<file path="config.mk">
export PLATFORM = sky130hd
export DESIGN_NAME = mst_ctrl
export DESIGN_NICKNAME = d
export VERILOG_FILES = /design/src/hdl/mst_pkg.sv /design/src/hdl/mst_ctrl.sv
export VERILOG_INCLUDE_DIRS = /design/src /design/src/hdl
export SDC_FILE = /design/constraint.sdc
export NUM_CORES = 1
export LEC_CHECK = 0
export BUFFER_PORTS_ARGS = -buffer_cell sky130_fd_sc_hd__buf_2
export CORE_AREA = 2 2 39 41
export DETAILED_ROUTE_END_ITERATION = 6
export DIE_AREA = 0 0 41 43
export PLACE_DENSITY_LB_ADDON = 0.15
export SETUP_SLACK_MARGIN = 0.4
export SYNTH_ARGS = -nofsm -noshare
export SYNTH_HDL_FRONTEND = slang
export SYNTH_SLANG_ARGS = --single-unit
</file>
<file path="constraint.sdc">
create_clock -name clk -period 1.2 [get_ports clk]
set_input_delay 0.24 -clock clk [delete_from_list [all_inputs] [get_ports clk]]
set_output_delay 0.24 -clock clk [all_outputs]
set_load 0.05 [all_outputs]
</file>
<file path="src/hdl/assert_macros.svh">
// Assertion helpers shared by the RTL modules.
`ifndef ASSERT_MACROS_SVH
`define ASSERT_MACROS_SVH

// Checks a property on every clock edge outside reset.
`define MST_ASSERT(lbl, prop, msg) \
  lbl: assert property (@(posedge clk) disable iff (rst) prop) else $error(msg);

// Checks a property on every clock edge, reset included.
`define MST_ASSERT_ALWAYS(lbl, prop, msg) \
  lbl: assert property (@(posedge clk) prop) else $error(msg);

`endif

</file>
<file path="src/hdl/mst_pkg.sv">
package mst_pkg;

  // Result status codes.
  localparam logic [1:0] STATUS_OK        = 2'd0;
  localparam logic [1:0] STATUS_OVERFLOW  = 2'd1;
  localparam logic [1:0] STATUS_UNDERFLOW = 2'd2;

  // Operation codes carried by the mode field.
  localparam logic MODE_PUSH = 1'b0;
  localparam logic MODE_POP  = 1'b1;

  // Minimum reported for an empty stack, and the value of a failed pop.
  localparam logic signed [31:0] MOST_NEGATIVE = 32'sh8000_0000;
  localparam logic signed [31:0] POP_EMPTY     = -32'sd1;

  // Commands from the controller to the datapath.
  typedef struct packed {
    logic capture;
    logic execute;
    logic emit;
  } mst_cmd_t;

endpackage

</file>
<file path="src/hdl/mst_ctrl.sv">
module mst_ctrl
  import mst_pkg::*;
(
  input  logic     clk,
  input  logic     rst,
  input  logic     in_valid,
  output logic     in_ready,
  output logic     out_valid,
  input  logic     out_ready,
  output mst_cmd_t cmd
);

  `include "assert_macros.svh"

  typedef enum logic [4:0] {
    S_IDLE   = 5'b00001,
    S_READ   = 5'b00010,
    S_EXEC   = 5'b00100,
    S_MREAD  = 5'b01000,
    S_RESULT = 5'b10000
  } state_t;

  state_t state;
  state_t state_next;
  logic   out_valid_next;

  // Commands are decoded from the state and the handshakes.
  always_comb begin
    in_ready    = (state == S_IDLE);
    cmd.capture = in_ready && in_valid;
    cmd.execute = (state == S_EXEC);
    cmd.emit    = (state == S_RESULT) && (!out_valid || out_ready);
  end

  // Next state: one pass through the reads and the update per request.
  always_comb begin
    state_next = state;
    unique case (state)
      S_IDLE:   if (in_valid) state_next = S_READ;
      S_READ:   state_next = S_EXEC;
      S_EXEC:   state_next = S_MREAD;
      S_MREAD:  state_next = S_RESULT;
      S_RESULT: if (cmd.emit) state_next = S_IDLE;
      default:  state_next = S_IDLE;
    endcase
  end

  // The output register is full from a load until the consumer takes it.
  always_comb begin
    out_valid_next = out_valid;
    if (cmd.emit) begin
      out_valid_next = 1'b1;
    end else if (out_ready) begin
      out_valid_next = 1'b0;
    end
  end

  always_ff @(posedge clk) begin
    if (rst) begin
      state     <= S_IDLE;
      out_valid <= 1'b0;
    end else begin
      state     <= state_next;
      out_valid <= out_valid_next;
    end
  end

  `MST_ASSERT(a_accept_to_exec, cmd.capture |-> ##2 (state == S_EXEC), "update not two cycles after accept")
  `MST_ASSERT(a_emit_sets_valid, cmd.emit |=> out_valid, "loaded result not presented")
  `MST_ASSERT(a_state_onehot, $onehot(state), "state register not one-hot")

endmodule

</file>
==> impl_results.md, run 1 <==
- Final GP Congestion: 0.697
- Setup ws final: -261 ps
- Fraction of layout cells with a size suffix above 1: 77.4%
- Number of global-route vias before repair: roughly 320
- TritonCTS buffer count: 3
- Cells after DPL: 63
- Remaining antenna violation count: 0
- Starting Density: 20.7%
- Pin count of the biggest net entering global routing: 7
- # rows: 14
- Register area share after synthesis: 41.9%
- Finished Core Util: about 42%
- Vias per cell: 4.51
- Antenna violations before repair: 0
- Clk_skew: between 5 and 6 ps
- Clk pwr share: around a third
- Syn Area/Cell: a little over 9 um2
- Ranking of synthesized cells by area: dfxtp_1 (42%), nor2b_1 (6.6%), and4bb_4 (5.7%)
- # IOs: 9
- H-tree depth: 1
- Failing checks: setup timing
- WS Path Type: register to output port
- HPWL after detailed placement: 545 um
- Gr ovfl total: 0
- Power Density: slightly above 1000 mW/mm2
- DRT Wirelength: 728 um
- CTS Buffer Depth: 2
- CTS sink cnt: 6
- Critical Path Source Type: register
- Switch share: 29.6%
- Status: complete, but fails checks
- # DRC: 0
- Final TNS setup: -949 ps
- IO buf count: 8
- Layout Cells excl Fill: 69
- DRT Pass-1 Iters: 2
- Unrepaired setup endpoints after global routing: true
- Flops & latches, synth: 6
- Cell Int Power: just over 0.4 mW
- Initial DRC Count: 4
- Reported net switching power: roughly 0.17 mW
- Logic pwr share: roughly 29%
- Peak supply drop: about 0.00063 V
- Max-Cap Viols: 0
- CTS tree: yes
- Crit path DAT: 1220 ps
- Max Clk Rate: ~700 MHz
- Nets: 58
- # diodes: 0
- Worst skew pair latency: around 240 ps
- Die Y: roughly 43 um
- Slew Viols, Final: 0
- Static Leak: around 0.23 nW
- Most frequent cells in the layout: buf_6 (6), buf_4 (6), buf_2 (4), dfxtp_2 (4)
- Via count: 311
- Warnings from Yosys: 0
- Hold_buf cts: 0
- Core Area: 0.00138 mm2
- Final setup violation count: 6
- Die Area: 0.00176 mm2
- CTS clk-pin slew, worst paths: 50 ps
- Final period util: 122%
- Critical Path RT: ~960 ps
- Post-Syn Instances: 31
- Synth Net Count: 35
- DIE WIDTH: roughly 41 um
- Wire length of the first global-routing pass: around 1200 um
- Mapped Area: about 290 um2
- Yosys cell types: 20
- Hold Fails Final Rpt: 0
- Post-synth top area share: 41.9%
- Crit Path Max Fanout: 5
- CP endpoint kind: output port
- Gr usage total: approximately a tenth
- Wire length per cell: roughly 11 um
- Least-Margin Pin Slew: between 200 and 250 ps
- Layout Area Growth over Synthesis: 103%
- Worst hold path class: input pin to register
- Reg power frac: between 30% and 40%
- Max-slew headroom: 83.7%
- Synth area leader: dfxtp_1
- Min Tclk post-route: between 1000 and 1500 ps
- Setup WS pre-CTS: -111 ps
- Root buffer cell: clkbuf_4
-- repair_timing --
| action | CTS | global route |
|---|---|---|
| endpoints found under the hold margin | 0 | 0 |
| resized for setup | 19 | 8 |
| setup buffers | 1 | 1 |
| pin swaps | 6 | 3 |
| setup endpoints to repair | 11 | 11 |
-- worst max-delay path: stages (launching register included) --
cell and delay [ps]:
dfxtp_4 350, and4bb_4 350, and2_4 150, buf_8 130
-- metal layers --
layer | share of wire (%) | up-vias | global-route usage (%)
met5 | 0 | - | 0
met2 | 54 | 6 | 15.0
met1 | 43 | 147 | 12.3
li1 | - | 158 | -
met3 | 2.7 | 0 | 0
met4 | 0 | 0 | 8.00
-- power by group through the flow --
stage | clock network (mW) | registers (mW) | logic, mW
final | 0.196 | 0.222 | 0.170
after floorplan | 0 | 0.226 | 0.102
after global placement | 0 | 0.228 | 0.149
after global routing | 0.219 | 0.224 | 0.180
after CTS | 0.208 | 0.224 | 0.167
after detailed placement | 0 | 0.228 | 0.150
-- synth_stat cells, drive strengths merged --
master  count
dfxtp       6
nor2        4
nor2b       3
o21ai       2
a211oi      1
a21oi       1
a221o       1
and2        1
and3        1
and4b       1
and4bb      1
buf         1
inv         1
nand2b      1
nand3       1
nor3        1
nor3b       1
nor4bb      1
o211ai      1
xor2        1
-- cell families after synthesis --
| logic type | count (synthesis) | synth area share (%) |
|---|---|---|
| buffers and inverters | 2 | 3.93 |
| and+or+nand+nor | 16 | 37.1 |
| AOI/OAI and AO/OA | 6 | 14.0 |
| DFF | 6 | 41.9 |
| xor gates and xnor gates | 1 | 3.06 |
-- area by class of cell --
| type | instances | area [um2] |
|---|---|---|
| inverters | 1 | 3.75 |
| multi-input cells | 23 | 223 |
| clock buffers | 4 | 26.3 |
| repair buffers | 19 | 178 |
| fillers | 138 | 801 |
| well taps | 16 | 20.0 |
| flip-flops and latches | 6 | 133 |
-- final timing paths --
path,start,endpoint,slack [ps],cells after the start
worst max-delay path,state[4],cmd[2],-260,3
worst min-delay path,rst,out_valid,260,2
worst max register to register,state[3],state[0],-30,4
worst min register to register,state[1],state[2],550,1
-- registers in the layout (all words and copies together) (netlist names) --
name	cells
out_valid	1
state	5
-- stage by stage --
stage	hold slack (ps)	cell area, um2	total power [mW]
3_3_place_gp	481	434	0.376
3_5_place_dp	493	434	0.378
2_1_floorplan	299	314	0.328
6_report	257	583	0.588
5_1_grt	249	583	0.622
4_1_cts	227	539	0.599
No activity file was read; power rests on OpenSTA's default activity.
==> run 2, diff against run 1 <==
--- a/config.mk
+++ b/config.mk
@@ -6,8 +6,10 @@
 export SDC_FILE = /design/constraint.sdc
 export NUM_CORES = 1
 export LEC_CHECK = 0
+export ABC_AREA = 1
 export BUFFER_PORTS_ARGS = -buffer_cell sky130_fd_sc_hd__buf_2
 export CORE_AREA = 2 2 39 41
+export CTS_BUF_LIST = sky130_fd_sc_hd__clkbuf_2 sky130_fd_sc_hd__clkbuf_4 sky130_fd_sc_hd__clkbuf_8
 export DETAILED_ROUTE_END_ITERATION = 6
 export DIE_AREA = 0 0 41 43
 export PLACE_DENSITY_LB_ADDON = 0.15
==> run 2 against run 1 <==
The run still ends with setup timing left. Die area did not move. Largest cell class unchanged. Highest routed layer is now met4. Register-to-register slack got worse by 80 ps. Clock power is 22% higher. Sequential share of layout area decreased by 1.4 points.
==> impl_results.md, run 2 <==
- Status: complete, but fails checks (unchanged)
- Failing checks: setup timing (unchanged)
- Warnings from Yosys: 0 (unchanged)
- Largest Register: state (unchanged)
- Setup ws final: -171 ps (was -261 ps)
- Crit Path Max Fanout: 3 (was 5)
- Cells after DPL: 73 (was 63)
- Final GP Congestion: 0.724 (was 0.697)
- CTS Buffer Depth: 2 (unchanged)
- Pin count of the biggest net entering global routing: 7 (unchanged)
- # IOs: 9 (unchanged)
- Least-Margin Pin Slew: 157 ps (was 247 ps)
- Hold_buf cts: 0 (unchanged)
- Crit path max-delay cell type: dfxtp_2 (was dfxtp_4)
- Count leader, synth: inv_1 (was dfxtp_1)
- GR Util met3: 3.14% (was 0%)
- Mapped Area: 322 um2 (was 287 um2)
- Max stage delay on crit path: 360 ps (was 350 ps)
- Gr usage total: 11.4% (was 9.85%)
- Synth area leader: dfxtp_1 (unchanged)
- Static Leak: 0.273 nW (was 0.234 nW)
- Fill cell count: 151 (was 138)
- Remaining antenna violation count: 0 (unchanged)
- GR Util met1: 12.3% (about the same)
- Post-synth top area share: 37.4% (was 41.9%)
- CTS clk-pin slew, worst paths: 50 ps (about the same)
- Vias per cell: 4.20 (was 4.51)
- DRT Wirelength: 808 um (was 728 um)
- Setup WS pre-CTS: -7.95 ps (was -111 ps)
- Busiest layer in global routing: met2 (unchanged)
- WP depth: 5 (was 3)
- Top cells by count, synth: inv_1 (10), nor2_1 (9), dfxtp_1 (6), nand2_1 (6), nor2_2 (3) (was dfxtp_1 (6), nor2_1 (4), nor2b_1 (3))
- Most frequent cells in the layout: buf_6 (8), nor2_1 (6), nor2_4 (5), inv_1 (5), nand2_1 (5) (was buf_6 (6), buf_4 (6), buf_2 (4), dfxtp_2 (4))
- # DRC: 0 (unchanged)
- Gr ovfl total: 0 (unchanged)
- Syn Area/Cell: 6.84 um2 (was 9.24 um2)
- R2R depth: 10 (was 4)
- Register area share after synthesis: 37.4% (was 41.9%)
- Post-synth ARST share: 0% (unchanged)
- Core Area: 0.00138 mm2 (unchanged)
- Crit path DAT: 1130 ps (was 1220 ps)
- M2 GR Usage: 15.9% (was 15.0%)
- Commonest non-fill, non-tap cell in the layout: buf_6
- Fraction of layout cells with a size suffix above 1: 72.1% (was 77.4%)
- IO buf count: 8 (unchanged)
- Initial DRC Count: 8 (was 4)
- Wire length of the first global-routing pass: 1260 um (was 1180 um)
- Buf/Inv on CP: 2 (was 1)
- Max FFs per register: 5 (unchanged)
- CP dominant cell by count: nor2_4
- Ys flop type: dfxtp_1 (unchanged)
- DIE WIDTH: 41 um (unchanged)
- Root buffer cell: clkbuf_4 (unchanged)
- Post-synth EDFFs: 0 (unchanged)
- # rows: 14 (unchanged)
- Top flop regs: state: 5 flops, out_valid: 1 flops (unchanged)
- Worst hold path class: input pin to register (unchanged)
- Antenna violations before repair: 0 (unchanged)
- Wire length per cell: 9.62 um (was 10.6 um)
- Nets: 73 (was 58)
- Top delay family on crit path: flip-flops (was simple AND/OR/NAND/NOR gates)
- DRT Pass-1 Iters: 4 (was 2)
- Critical Path Source Type: register (unchanged)
- Peak supply drop: 0.000675 V (was 0.000626 V)
- Final setup violation count: 5 (was 6)
- Min Tclk post-route: 1370 ps (was 1460 ps)
- TritonCTS buffer count: 3 (unchanged)
- Layout Area Growth over Synthesis: 93.0% (was 103%)
- Worst skew pair latency: 260 ps (was 240 ps)
- Layout Cells excl Fill: 84 (was 69)
- Die Y: 43 um (unchanged)
- Hold Fails Final Rpt: 0 (unchanged)
- Power Density: 1080 mW/mm2 (was 1010 mW/mm2)
- CP endpoint kind: output port (unchanged)
- Clk_skew: 5.60 ps (was 5.83 ps)
- Max-Cap Viols: 0 (unchanged)
- Final period util: 114% (was 122%)
- HPWL after detailed placement: 554 um (was 545 um)
- CTS tree: yes (unchanged)
- Yosys cell types: 14 (was 20)
- Critical Path RT: 960 ps (about the same)
- Number of global-route vias before repair: 311 (was 316)
- Crit-path cells: inv_2 > nor2_4 > nand3_4 > nor2_4 > buf_6 (was and4bb_4 > and2_4 > buf_8)
- Slew Viols, Final: 0 (unchanged)
- Die Area: 0.00176 mm2 (unchanged)
- H-tree depth: 1 (unchanged)
- Via count: 353 (was 311)
- Starting Density: 23.2% (was 20.7%)
- CTS sink cnt: 6 (unchanged)
- Max-slew headroom: 89.5% (was 83.7%)
- Max Clk Rate: 730 MHz (was 684 MHz)
- Flops & latches, synth: 6 (unchanged)
- Post-Syn Instances: 47 (was 31)
- # diodes: 0 (unchanged)
- Ranking of synthesized cells by area: dfxtp_1 (37%), inv_1 (12%), nor2_1 (11%) (was dfxtp_1 (42%), nor2b_1 (6.6%), and4bb_4 (5.7%))
- Hold path cells: 2 (unchanged)
- WS Path Type: register to output port (unchanged)
- Synth Net Count: 51 (was 35)
- Unrepaired setup endpoints after global routing: true (unchanged)
[run 2: kinds of logic after synthesis]
family / after synthesis / share of synthesized area [%]
flip-flops: 6 / 37.4
buffers and inverters: 12 / 15.2
AND/OR/NAND/NOR: 25 / 39.3
AO/OA/AOI/OAI: 4 / 8.17
[run 2: power breakdown]
part	internal (mW)	switching (mW)	total (mW)
sequential	0.206	0.0132	0.219
combinational	0.0993	0.110	0.209
clock	0.150	0.0899	0.239
[run 2: path summary, 6_finish.rpt]
kind / startpoint / endpoint / slack (ps)
setup reg to reg: state[0] / state[0] / -110
setup / recovery: state[0] / cmd[2] / -170
hold / removal: rst / out_valid / 230
hold reg to reg: state[3] / state[4] / 550
[run 2: what timing repair did]
action	4_1_cts	5_1_grt
setup buffers	3	4
resized for setup	22	6
setup endpoints to repair	11	11
pin swaps	2	5
[run 2: worst register-to-register path, delay by kind of cell (launching register included)]
family	cells	cell delay [ps]
flip-flops	1	360
buffers and inverters	4	430
AND/OR/NAND/NOR	6	420
[run 2: through the flow]
| step | cell area [um2] | setup TNS [ps] | hold slack [ps] | util [%] | power (mW) |
|---|---|---|---|---|---|
| global placement | 443 | -18.1 | 493 | 32.0 | 0.371 |
| global route | 621 | -1010 | 235 | 44.8 | 0.695 |
| detailed placement | 443 | -7.95 | 496 | 32.0 | 0.370 |
| CTS | 569 | -668 | 226 | 41.1 | 0.651 |
| floorplan | 372 | 0 | 299 | - | 0.334 |
| finish | 621 | -725 | 230 | 44.8 | 0.668 |
[run 2: layer usage]
metal	wire length [um]	vias up	part of all wire, %
li1	-	184	-
met1	334	154	41
met2	397	10	49
met3	33	5	4.1
met4	42	0	5.2
met5	0	-	0
[run 2: area by class of cell]
cell class	count	area [um2]	share of cell area (%)
multi-input cells	29	209	33.7
repair buffers	18	180	29.0
flip-flops and latches	6	133	21.4
inverters	11	48.8	7.86
clock buffers	4	30.0	4.84
well taps	16	20.0	3.23
